## config.mk

```make
export PLATFORM = sky130hd
export DESIGN_NAME = fdtd_cell
export DESIGN_NICKNAME = d
export VERILOG_FILES = /design/src/design/fdtd_pkg.sv /design/src/design/fdtd_cell.sv
export SDC_FILE = /design/constraint.sdc
export NUM_CORES = 1
export LEC_CHECK = 0
export BUFFER_PORTS_ARGS = -buffer_cell sky130_fd_sc_hd__buf_2
export CAP_MARGIN = 0
export CELL_PAD_IN_SITES_DETAIL_PLACEMENT = 0
export CELL_PAD_IN_SITES_GLOBAL_PLACEMENT = 1
export CORE_ASPECT_RATIO = 1.2
export CORE_UTILIZATION = 25
export DETAILED_ROUTE_END_ITERATION = 7
export GPL_TIMING_DRIVEN = 0
export MAX_ROUTING_LAYER = met4
export PLACE_DENSITY_LB_ADDON = 0.08
export RECOVER_POWER = 50
export SLEW_MARGIN = 20
export SYNTH_ARGS = -nofsm -noshare
export SYNTH_HDL_FRONTEND = slang
export SYNTH_SLANG_ARGS = --single-unit
```

## constraint.sdc

```tcl
create_clock -name clk_i -period 14.65 [get_ports clk_i]
set_clock_uncertainty 0.2 [all_clocks]
set_input_delay 0.7325 -clock clk_i [delete_from_list [all_inputs] [get_ports clk_i]]
set_output_delay 0.7325 -clock clk_i [all_outputs]
set_load 0.01 [all_outputs]
```

## src/design/fdtd_pkg.sv

```systemverilog
// ----------------------------------------------------------------------------
// fdtd_pkg: shared constants, types and helpers of the 1-D FDTD field update
// Mesh size, fixed-point layout, register indexes and the per-cell control
// group that the top level hands to each mesh cell.
// ----------------------------------------------------------------------------
package fdtd_pkg;

  localparam int MESH_CELLS = 64;
  localparam int FIELD_BITS = 20;
  localparam int FRAC_BITS  = 16;
  localparam int OUT_E_BITS = 20;
  localparam int IDX_BITS   = $clog2(MESH_CELLS);
  localparam int CNT_BITS   = $clog2(MESH_CELLS + 1);
  localparam int WIDE_BITS  = 56;

  localparam logic [1:0] CFG_COUPLING      = 2'd0;
  localparam logic [1:0] CFG_SOURCE_CELL   = 2'd1;
  localparam logic [1:0] CFG_SAVE_INTERVAL = 2'd2;

  localparam logic [15:0] COUPLING_RST      = 16'd32768;
  localparam logic [5:0]  SOURCE_CELL_RST   = 6'd32;
  localparam logic [15:0] SAVE_INTERVAL_RST = 16'd20;

  typedef struct packed {
    logic upd_e;      // apply E update in this cycle
    logic force_src;  // overwrite E with the source value
    logic upd_h;      // apply H update in this cycle
    logic snap_load;  // copy E into the snapshot line
    logic snap_shift; // advance the snapshot line towards cell 0
  } cell_ctrl_t;

  // saturate a wide signed value to a signed range of the given width
  function automatic logic signed [WIDE_BITS-1:0] sat_wide(
    input logic signed [WIDE_BITS-1:0] v,
    input int                          bits
  );
    logic signed [WIDE_BITS-1:0] hi;
    logic signed [WIDE_BITS-1:0] lo;
    hi = (WIDE_BITS'(1) <<< (bits - 1)) - WIDE_BITS'(1);
    lo = -hi - WIDE_BITS'(1);
    if (v > hi) begin
      return hi;
    end else if (v < lo) begin
      return lo;
    end
    return v;
  endfunction

endpackage

```

## src/design/fdtd_cell.sv

```systemverilog
// ----------------------------------------------------------------------------
// fdtd_cell: one mesh cell of the field update chain
// Holds E and H of one cell and one stage of the snapshot line. A single
// coupling multiplier serves the E phase and then the H phase.
// ----------------------------------------------------------------------------
module fdtd_cell import fdtd_pkg::*; (
  input  logic                         clk_i,
  input  logic                         rst_ni,
  input  cell_ctrl_t                   ctrl_i,
  input  logic [15:0]                  coupling_i,
  input  logic signed [FIELD_BITS-1:0] src_i,
  input  logic signed [FIELD_BITS-1:0] h_left_i,
  input  logic signed [FIELD_BITS-1:0] e_right_i,
  input  logic signed [FIELD_BITS-1:0] snap_right_i,
  output logic signed [FIELD_BITS-1:0] e_o,
  output logic signed [FIELD_BITS-1:0] h_o,
  output logic signed [FIELD_BITS-1:0] snap_o
);

  localparam int PROD_BITS = FIELD_BITS + 18;

  logic signed [FIELD_BITS-1:0] e_q, e_d;
  logic signed [FIELD_BITS-1:0] h_q, h_d;
  logic signed [FIELD_BITS-1:0] snap_q, snap_d;

  logic signed [FIELD_BITS-1:0] base, op_a, op_b, upd_val;
  logic signed [FIELD_BITS:0]   diff;
  logic signed [PROD_BITS-1:0]  prod, rnd, shifted;
  logic signed [WIDE_BITS-1:0]  sum, sum_sat;

  always_comb begin
    if (ctrl_i.upd_h) begin
      base = h_q;
      op_a = e_q;
      op_b = e_right_i;
    end else begin
      base = e_q;
      op_a = h_left_i;
      op_b = h_q;
    end
    diff    = (FIELD_BITS+1)'(op_a) - (FIELD_BITS+1)'(op_b);
    prod    = PROD_BITS'(diff) * PROD_BITS'($signed({1'b0, coupling_i}));
    // round to nearest, ties towards plus infinity
    rnd     = prod + (PROD_BITS'(1) <<< (FRAC_BITS - 1));
    shifted = rnd >>> FRAC_BITS;
    sum     = WIDE_BITS'(base) + WIDE_BITS'(shifted);
    sum_sat = sat_wide(sum, FIELD_BITS);
    upd_val = sum_sat[FIELD_BITS-1:0];
  end

  always_comb begin
    e_d = e_q;
    if (ctrl_i.force_src) begin
      e_d = src_i;
    end else if (ctrl_i.upd_e) begin
      e_d = upd_val;
    end
    h_d = ctrl_i.upd_h ? upd_val : h_q;
    snap_d = snap_q;
    if (ctrl_i.snap_load) begin
      snap_d = e_q;
    end else if (ctrl_i.snap_shift) begin
      snap_d = snap_right_i;
    end
  end

  always_ff @(posedge clk_i or negedge rst_ni) begin
    if (!rst_ni) begin
      e_q <= '0;
      h_q <= '0;
    end else begin
      e_q <= e_d;
      h_q <= h_d;
    end
  end

  always_ff @(posedge clk_i) begin
    snap_q <= snap_d;
  end

  assign e_o    = e_q;
  assign h_o    = h_q;
  assign snap_o = snap_q;

endmodule

```

==> metrics.md, run 1 <==
| Metric | Value |
|---|---|
| Status | `complete, but fails checks` |
| Failing checks | `max-capacitance violations, max-slew violations` |
| Number of synthesized flops with an enable pin | `20` |
| Critical Path RT | `14.66 ns` |
| Hold_ws | `0.3511 ns` |
| Seq/Total Area, Yosys | `8.414%` |
| Syn Nets | `2,743` |
| # H-tree levels | `3` |
| Slew @ Worst Pin | `2.371 ns` |
| Critical Path Max Stage Delay | `0.72 ns` |
| DP Wirelength | `61.44 mm` |
| WP data arrival | `13.83 ns` |
| CP Launch Type | `input port` |
| Via count | `15,440` |
| Clock Sinks | `60` |
| 1st-pass router iterations | `6` |
| Area contributors post-synth | `fa_1, ha_1, inv_1` |
| Net count reported at finish | `2,918` |
| Cells after synthesis | `2,156` |
| Average size of a mapped cell | `8.829 sq um` |
| Seq cells post-synth | `60` |
| Vias in the first global route | `16,690` |
| Unrepaired setup endpoints after global routing | `false` |
| Rel. slew slack | `-58.04%` |
| Final count of pins violating max slew | `41` |
| Vias per cell | `4.613` |
| DRC violations left | `0` |
| First-pass GRT wire length | `107.7 mm` |
| Area of the mapped netlist | `19,030 sq um` |
| Synth warn | `0` |
| Min-delay src | `h_o[11]$_DFFE_PN0P_` |
| Clk buf depth | `2` |
| Post-CTS Repair Setup Buffers | `0` |
| Layout cells sized above 1 | `9.889%` |
| Most frequent CP cell | `fa_1` |
| Post-CTS Hold Buffers | `0` |
| DIE HEIGHT | `304.3 microns` |
| Final period utilization | `94.35%` |
| Gr usage total | `19.49%` |
| Clk_lat worst skew | `0.33 ns` |
| Critical Path Fanout Max | `10` |
| Synth async-reset ratio | `66.67%` |
| Initial DRC count | `791` |
| Reg clk slew, reported paths | `0.06 ns` |
| Worst Setup End Kind | `flip-flop` |
| Wire per inst | `21.53 microns` |
| Slowest cell on crit path | `xor2_2` |
| Initial Utilization | `25.33%` |
| Core Rows | `110` |
| Num CTS Buffers | `9` |
| Buffers on Ports | `162` |
| Setup Viol. Count Final | `0` |
| Maximum capacitance violations | `1` |
| Initial antenna violation count | `5` |
| Fmax | `72.35 MHz` |
| Root Buffer | `clkbuf_16` |
| Worst hold path type | `flip-flop to flip-flop` |
| GRT overflow | `0` |
| Die X | `253.9 microns` |
| Share of the synthesized area in the top cell type | `34.71%` |
| Hold Vio Cnt, Final | `0` |
| Final ANT Viol Nets | `0` |
| Area leader, netlist | `fa_1` |
| Routed wire length | `72.04 mm` |
| Crit path time final | `13.82 ns` |
| Die Footprint | `77,250 sq um` |
| Fillers | `8,283` |
| Worst Setup Path Type | `input port to flip-flop` |
| FF-to-FF Start | `h_o[1]$_DFFE_PN0P_` |
| Worst setup path startpoint | `ctrl_i[2]` |
| Pin count of the biggest net entering global routing | `41` |
| GP Congestion | `0.8386` |
| TritonCTS clock tree | `done` |
| Number of primary I/O pins | `163` |
| Post-synthesis cell type count | `70` |
| Most used flip-flop cell after synthesis | `dfrtp_1` |
| Core Area | `75,150 sq um` |
| Area Overhead vs Synth | `12.76%` |
==> synth_stat cells (all sizes together), types with 20 or more instances <==
cell	n
a21o	27
a21oi	71
and2	163
clkbuf	103
dfrtp	40
edfxtp	20
fa	330
ha	154
inv	451
mux2	58
mux2i	21
nand2	194
nand2b	26
nand3	28
nor2	59
nor2b	49
o21ai	52
xnor2	51
==> critical path, delay by kind of cell <==
family | cells | cell delay [ns]
AO/OA/AOI/OAI | 15 | 3.79
XOR/XNOR | 2 | 1.02
adder cells (fa/ha/maj) | 9 | 4.14
buffers and inverters | 8 | 1.90
multiplexers | 2 | 0.90
AND/OR/NAND/NOR | 5 | 1.32
==> sequential cells by signal, indices dropped and copies added, names as in the netlist <==
name    count
e_o        20
h_o        20
snap_o     20
==> metrics by stage <==
step | worst slack (ns) | instances | util [%] | instance area [sq um] | setup TNS, ns
6_report | 0.8279 | 3346 | 28.56 | 21460 | 0
5_1_grt | 0.04335 | 3346 | 28.56 | 21460 | 0
4_1_cts | 0.02833 | 3343 | 28.59 | 21480 | 0
3_5_place_dp | -1.046 | 3327 | 28.15 | 21150 | -34.42
3_3_place_gp | -1.168 | 3326 | 28.09 | 21110 | -38.96
2_1_floorplan | 2.771 | 2156 | - | 19030 | 0
==> per-layer routing <==
metal / GRT usage [%] / vias up / wire length, microns
met1: 23.57 / 7847 / 29930
met3: 1.762 / 65 / 2250
met5: - / - / 0
met4: 4.707 / 0 / 2047
met2: 34.55 / 326 / 37810
li1: - / 7198 / -
==> kinds of logic after synthesis <==
| kind of cell | Yosys count | share of synthesized area (%) |
|---|---|---|
| fa+ha+maj | 487 | 44.99 |
| flops | 60 | 8.414 |
| simple gates | 594 | 16.20 |
| buf+inv | 561 | 11.17 |
| mux | 79 | 4.536 |
| compound gates | 307 | 11.46 |
| xor+xnor | 68 | 3.228 |
==> final timing paths <==
kind / endpoint / slack (ns) / cells after the start
setup / recovery: e_o[4]$_DFFE_PN0P_ / 0.83 / 41
hold / removal: h_o[11]$_DFFE_PN0P_ / 0.35 / 1
setup reg to reg: e_o[4]$_DFFE_PN0P_ / 1.59 / 44
hold reg to reg: h_o[11]$_DFFE_PN0P_ / 0.35 / 1
max in group asynchronous: h_o[6]$_DFFE_PN0P_ / 11.98 / 1
min in group asynchronous: e_o[16]$_DFFE_PN0P_ / 0.91 / 1
==> layout make-up <==
type	instances	area (sq um)	area share, %
clock inverters	5	76.32	0.3556
inverters	451	1693	7.887
plain buffers	110	440.4	2.052
flip-flops and latches	60	1602	7.462
multi-input cells	1535	15380	71.65
well taps	1008	1261	5.876
diodes	2	5.005	0.02332
clock buffers	11	232.7	1.084
repair buffers	164	774.5	3.608
==> placed cells by master (no fill, tap or decap), types with 11 or more instances in the layout <==
| cell type | netlist | final |
|---|---|---|
| fa_1 | 330 | 330 |
| a21o_1 | 27 | 27 |
| nor2_1 | 58 | 58 |
| a211o_1 | 17 | 17 |
| and2_1 | 162 | 162 |
| nand2b_1 | 26 | 26 |
| clkbuf_1 | 103 | 146 |
| o311ai_0 | 16 | 16 |
| o21ai_0 | 47 | 45 |
| o2bb2ai_1 | 16 | 16 |
| nor2b_1 | 49 | 49 |
| dfrtp_1 | 40 | 40 |
| buf_2 | 5 | 123 |
| inv_1 | 451 | 451 |
| xnor2_1 | 50 | 46 |
| xor2_1 | 17 | 15 |
| mux2i_1 | 21 | 21 |
| nor4_1 | 17 | 16 |
| nand2_1 | 194 | 194 |
| mux2_2 | 58 | 58 |
| nor3_1 | 12 | 11 |
| edfxtp_1 | 20 | 20 |
| nand3_1 | 28 | 28 |
| a221oi_1 | 16 | 14 |
| ha_1 | 154 | 154 |
| nand3b_1 | 18 | 18 |
| a21oi_1 | 71 | 70 |
| o211ai_1 | 16 | 16 |
==> what timing repair did <==
| item | CTS | global route |
|---|---|---|
| cloned | 0 | 0 |
| hold endpoints to repair | 0 | 0 |
| endpoints found under the setup margin | 40 | 39 |
| resized for setup | 5 | 9 |
Power of run 1 is left out: the tool's default activity adds up to more than one toggle a clock period on the data nets, which glitch-free logic cannot reach.
==> run 2: changes to the inputs <==
- GPL_TIMING_DRIVEN: 0 -> 1
- clock period: 14.65 -> 13.9 ns (I/O delays scaled with it)
==> run 2 against run 1 <==
  * The run still ends with max-capacitance violations, max-slew violations left
  * Hold slack lost 0.0043 ns
  * Cell area decreased by 1.1%
  * Sequential cell count stayed put
  * Wire length shrank 9.1%
  * Via count down 3.4%
  * Global-route usage is 1.5 points lower
  * Non-clock buffer count is 75 lower
  * Sequential share of layout area is 0.081 points higher
  * Critical endpoint is now e_o[17]$_DFFE_PN0P_
  * Largest cell class unchanged
==> metrics.md, run 2 (same netlist as run 1, synthesis figures left out) <==
| Metric | Value |
|---|---|
| Status | `complete, but fails checks` |
| TritonCTS clock tree | `done` |
| Net count reported at finish | `2,843 (-2.6%)` |
| Unrepaired setup endpoints after global routing | `false` |
| Worst Setup Path Type | `input port to flip-flop` |
| Commonest non-fill, non-tap cell in the layout | `inv_1` |
| Slew @ Worst Pin | `2.299 ns (-0.07216 ns)` |
| Critical Path Max Stage Delay | `0.69 ns (-0.03 ns)` |
| Clock Sinks | `60 (unchanged)` |
| Die Footprint | `77,250 sq um (unchanged)` |
| DRC violations left | `0 (unchanged)` |
| Core Rows | `110 (unchanged)` |
| Reg2Reg Depth | `40 (-9.1%)` |
| GRT overflow | `0 (unchanged)` |
| Setup TNS | `0 ns (unchanged)` |
| Pin count of the biggest net entering global routing | `65 (+59%)` |
| CP bufs+invs | `5 (-3)` |
| Crit path time final | `12.86 ns` |
| Final count of pins violating max slew | `41 (unchanged)` |
| Initial antenna violation count | `7 (+2)` |
| Layout cells sized above 1 | `11.59% (+1.7 points)` |
| Min-delay src | `h_o[12]$_DFFE_PN0P_` |
| Vias per cell | `4.558 (-1.2%)` |
| 1st-pass router iterations | `5 (-1)` |
| FF-to-FF Start | `h_o[1]$_DFFE_PN0P_` |
| Buffers on Ports | `162 (unchanged)` |
| Setup Viol. Count Final | `0 (unchanged)` |
| Fmax | `77.78 MHz` |
| Post-CTS Hold Buffers | `0 (unchanged)` |
| # H-tree levels | `3 (unchanged)` |
| Rel. slew slack | `-53.23% (+4.8 points)` |
| Initial Utilization | `25.33% (unchanged)` |
| Wire per inst | `20.02 microns (-7.0%)` |
| Clk buf depth | `2 (unchanged)` |
| Vias in the first global route | `16,630 (-0.33%)` |
| Final period utilization | `92.49%` |
| Root Buffer | `clkbuf_16` |
| DP Wirelength | `53.83 mm (-12%)` |
| CP Launch Type | `input port` |
| Area Overhead vs Synth | `11.55%` |
| Worst Setup End Kind | `flip-flop` |
| Reg clk slew, reported paths | `0.06 ns (about the same)` |
| Core Area | `75,150 sq um (unchanged)` |
| Initial DRC count | `540 (-32%)` |
| Routed wire length | `65.51 mm (-9.1%)` |
| Final ANT Viol Nets | `0 (unchanged)` |
| Critical Path Fanout Max | `25 (+15)` |
| Clk_lat worst skew | `0.34 ns (about the same)` |
| Cell family with most CP delay | `compound AO/OA/AOI/OAI gates` |
| GP Congestion | `0.7979 (-4.9%)` |
| Critical R2R Capture | `e_o[17]$_DFFE_PN0P_` |
| Maximum capacitance violations | `1 (unchanged)` |
| DIE HEIGHT | `304.3 microns (unchanged)` |
| Worst R2R Setup Slack | `1.65 ns (+0.06 ns)` |
| Critical Path RT | `13.88 ns (-0.78 ns)` |
| Hold Vio Cnt, Final | `0 (unchanged)` |
| WP data arrival | `12.83 ns (-1.00 ns)` |
| Die X | `253.9 microns (unchanged)` |
| Worst hold path type | `flip-flop to flip-flop` |
| Via count | `14,920 (-3.4%)` |
| Number of primary I/O pins | `163 (unchanged)` |
| First-pass GRT wire length | `101.9 mm (-5.3%)` |
| Slowest cell on crit path | `o21ai_0` |
| Failing checks | `max-capacitance violations, max-slew violations` |
| Most frequent CP cell | `fa_1` |
| WHS Path Cells | `1 (unchanged)` |
| Num CTS Buffers | `9 (unchanged)` |
| Min-Delay Endpoint | `h_o[12]$_DFFE_PN0P_` |
| Most frequent cells in the layout | `inv_1, fa_1, nand2_1` |
| Gr usage total | `17.99% (-1.5 points)` |
## run 2: metal layers
layer,part of all wire [%],vias up,GRT usage [%]
met5,0,-,-
met3,2.3,59,1.446
li1,-,7043,-
met2,54,211,32.49
met1,42,7604,21.83
met4,1.7,0,3.124
## run 2: how the worst max path moves through the flow
| stage | endpoint | from | depth (start not counted) | slack (ns) |
|---|---|---|---|---|
| 2_1_floorplan | e_o[10]$_DFFE_PN0P_ | ctrl_i[2] | 44 | 2.06 |
| 6_report | e_o[17]$_DFFE_PN0P_ | ctrl_i[2] | 42 | 1.04 |
| 3_3_place_gp | e_o[18]$_DFFE_PN0P_ | ctrl_i[2] | 44 | 0.60 |
| 4_1_cts | e_o[4]$_DFFE_PN0P_ | ctrl_i[2] | 44 | 0.75 |
| 3_5_place_dp | e_o[16]$_DFFE_PN0P_ | ctrl_i[2] | 42 | 0.45 |
| 5_1_grt | e_o[4]$_DFFE_PN0P_ | ctrl_i[2] | 44 | 0.009 |
## run 2: timing repair
| item | in CTS | in global routing |
|---|---|---|
| buffers inserted | 0 | 0 |
| endpoints found under the setup margin | 0 | 19 |
| gates resized for setup | 0 | 1 |
## run 2: layout make-up
cell class / instances / area, sq um
fillers: 8249 / 53910
multi-input cells: 1535 / 15320
inverters: 451 / 1693
flip-flops and latches: 60 / 1602
well taps: 1008 / 1261
repair buffers: 199 / 1050
clock buffers: 9 / 225.2
clock inverters: 7 / 67.56
diodes: 4 / 10.01
## run 2: per-stage QoR
step                hold slack [ns]  area (sq um)  setup slack, ns  instances  utilization (%)
CTS                          0.3303         21250           0.7459       3269            28.28
finish                       0.3467         21230            1.043       3273            28.26
global placement             0.3204         20960           0.5978       3253            27.89
floorplan                    0.1994         19030            2.058       2156                -
global route                 0.3607         21230         0.009067       3272            28.25
detailed placement           0.3243         20960           0.4508       3253            27.89
## run 2: worst register-to-register path, delay by kind of cell, from the launching register on
| family | cells | cell delay, ns |
|---|---|---|
| compound gates | 18 | 5.14 |
| buf+inv | 4 | 0.53 |
| xor+xnor | 2 | 0.40 |
| flops | 1 | 0.39 |
| simple gates | 7 | 1.34 |
| fa+ha+maj | 9 | 4.08 |
Power of run 2 is left out for the same reason.
==> run 3: changes to the inputs <==
- BUFFER_PORTS_ARGS: -buffer_cell sky130_fd_sc_hd__buf_2 -> -buffer_cell sky130_fd_sc_hd__buf_4
- MAX_ROUTING_LAYER: met4 -> not set
==> run 3 against run 2 <==
  * The flow still finishes with violations (max-capacitance violations, max-slew violations)
  * Sequential share of layout area fell by 0.13 points
  * Cell area rose by 1.8%
  * Fmax rose by 0.81%
  * Sequential cell count did not move
  * Hold slack improved by 0.021 ns
  * Largest cell class unchanged
  * Non-clock buffer count fell by 5
  * Cell count fell by 0.27%
  * Setup slack improved by 0.10 ns
  * Wire length fell by 0.51%
  * Global-route usage fell by 0.60 points
  * Critical path depth rose by 1
  * Register-to-register slack improved by 0.14 ns
==> metrics.md, run 3 (same netlist as run 1, synthesis figures left out) <==
| Metric | Value |
|---|---|
| Slew @ Worst Pin | `2.247 ns (-0.05172 ns)` |
| Worst Setup End Kind | `flip-flop` |
| Worst Setup Path Type | `input port to flip-flop` |
| Via count | `14,950 (+0.19%)` |
| DP Wirelength | `53.64 mm (-0.35%)` |
| Core Util, Final | `28.75% (+0.50 points)` |
| GRT overflow | `0 (unchanged)` |
| Routed wire length | `65.18 mm (-0.51%)` |
| Initial antenna violation count | `3 (-4)` |
| Initial Utilization | `25.33% (unchanged)` |
| Critical Path Max Stage Delay | `0.61 ns (-0.08 ns)` |
| Vias in the first global route | `16,770 (+0.81%)` |
| Unrepaired setup endpoints after global routing | `false` |
| Setup Viol. Count Final | `0 (unchanged)` |
| Final count of pins violating max slew | `62 (+51%)` |
| Fmax | `78.41 MHz (+0.81%)` |
| Min-Delay Endpoint | `h_o[0]$_DFFE_PN0P_` |
| Number of primary I/O pins | `163 (unchanged)` |
| Crit path time final | `12.75 ns (-0.1035 ns)` |
| Final period utilization | `91.75% (-0.74 points)` |
| Register area | `1602 sq um (unchanged)` |
| WP data arrival | `12.83 ns (about the same)` |
| TritonCTS clock tree | `done` |
| Net count reported at finish | `2,838 (-0.18%)` |
| # diodes | `0 (-4)` |
| Clk_lat worst skew | `0.33 ns (about the same)` |
| Slowest cell on crit path | `a221oi_1` |
| CP Launch Type | `input port` |
| Pre-CTS setup slack | `0.2527 ns (-0.1981 ns)` |
| Final ANT Viol Nets | `0 (unchanged)` |
| Post-CTS Hold Buffers | `0 (unchanged)` |
| Maximum capacitance violations | `2 (+1)` |
| Initial DRC count | `606 (+12%)` |
| Gr usage total | `17.39% (-0.60 points)` |
| Wire per inst | `19.97 microns (-0.23%)` |
| Status | `complete, but fails checks` |
| Most frequent cells in the layout | `inv_1, fa_1, nand2_1` |
| Worst hold path type | `flip-flop to flip-flop` |
| Hold Vio Cnt, Final | `0 (unchanged)` |
| DRC violations left | `0 (unchanged)` |
| Setup ws final | `1.147 ns (+0.1035 ns)` |
| # H-tree levels | `3 (unchanged)` |
| Critical Path RT | `13.97 ns (+0.09 ns)` |
| Worst R2R Setup Slack | `1.79 ns (+0.14 ns)` |
| Core Rows | `110 (unchanged)` |
| Design area | `21,610 sq um (+1.8%)` |
| FF-to-FF Start | `e_o[0]$_DFFE_PN0P_` |
| Area Overhead vs Synth | `13.51%` |
| Setup TNS | `0 ns (unchanged)` |
| Buffers on Ports | `162 (unchanged)` |
| Root Buffer | `clkbuf_16` |
| Most frequent CP cell | `fa_1` |
| First-pass GRT wire length | `102.3 mm (+0.35%)` |
| Placed cell areas | `21,330 sq um (+1.8%)` |
| WHS Path Cells | `2 (+1)` |
| Num CTS Buffers | `9 (unchanged)` |
| Critical R2R Capture | `e_o[18]$_DFFE_PN0P_` |
| Reg clk slew, reported paths | `0.06 ns (about the same)` |
| Die Footprint | `77,250 sq um (unchanged)` |
| Commonest non-fill, non-tap cell in the layout | `inv_1` |
| Pin count of the biggest net entering global routing | `56 (-14%)` |
| Failing checks | `max-capacitance violations, max-slew violations` |
| Layout cells sized above 1 | `11.88% (+0.29 points)` |
| Reg2Reg Depth | `40 (unchanged)` |
| Core Area | `75,150 sq um (unchanged)` |
| 1st-pass router iterations | `5 (unchanged)` |
| DIE HEIGHT | `304.3 microns (unchanged)` |
| Rel. slew slack | `-49.79% (+3.4 points)` |
| Footprint of the multi-input gates | `15,330 sq um (about the same)` |
| Die X | `253.9 microns (unchanged)` |
| Critical Path Fanout Max | `45 (+80%)` |
| Clock Sinks | `60 (unchanged)` |
| Clk buf depth | `2 (unchanged)` |
| GP Congestion | `0.7788 (-2.4%)` |
| Fillers | `8,246 (-0.036%)` |
| Min-delay src | `h_o[0]$_DFFE_PN0P_` |
| Vias per cell | `4.579 (+0.47%)` |
run 3: changes by cell type in the layout (fill, tap and decap cells not counted), moves of 2 or more:
cell / delta
clkbuf_8: +2
clkbuf_1: -9
diode_2: -4
buf_2: -131
clkbuf_16: +2
clkinvlp_4: -2
buf_4: +136
run 3: stage by stage:
step,cells,hold WS [ns]
2_1_floorplan,2156,0.1994
4_1_cts,3264,0.1538
5_1_grt,3264,0.3912
6_report,3264,0.3673
3_3_place_gp,3248,0.3324
3_5_place_dp,3248,0.3582
run 3: worst max-delay path by stage:
stage | start | end | depth (start not counted)
floorplan | ctrl_i[2] | e_o[10]$_DFFE_PN0P_ | 44
global placement | ctrl_i[2] | e_o[18]$_DFFE_PN0P_ | 43
detailed placement | ctrl_i[2] | e_o[18]$_DFFE_PN0P_ | 43
CTS | ctrl_i[2] | e_o[18]$_DFFE_PN0P_ | 43
global route | ctrl_i[2] | e_o[10]$_DFFE_PN0P_ | 43
finish | ctrl_i[2] | e_o[18]$_DFFE_PN0P_ | 43
run 3: area by class of cell:
| class | instances | area share [%] |
|---|---|---|
| clock buffers | 14 | 1.419 |
| clock inverters | 2 | 0.1621 |
| inverters | 451 | 7.835 |
| multi-input cells | 1535 | 70.96 |
| well taps | 1008 | 5.837 |
| flip-flops and latches | 60 | 7.413 |
| repair buffers | 194 | 6.376 |
run 3: layer usage:
layer  vias to the layer above  GRT usage, %  wire length [microns]  share of wire (%)
met4                         2         2.101                    714                1.1
li1                       7022             -                      -                  -
met5                         -             0                     13              0.020
met2                       209         33.14                  35940                 55
met3                        44         1.078                   1045                1.6
met1                      7669         21.65                  27470                 42
run 3: worst max-delay path, delay by kind of cell:
kind	cells	cell delay, ns
multiplexers	1	0.31
adder cells (fa/ha/maj)	10	4.42
AO/OA/AOI/OAI	17	4.24
AND/OR/NAND/NOR	8	1.69
XOR/XNOR	1	0.26
buffers and inverters	6	1.14
run 3: timing repair:
item	CTS	global route
endpoints found under the setup margin	0	35
setup buffers	0	0
resized for setup	0	2
Power of run 3 is left out for the same reason.
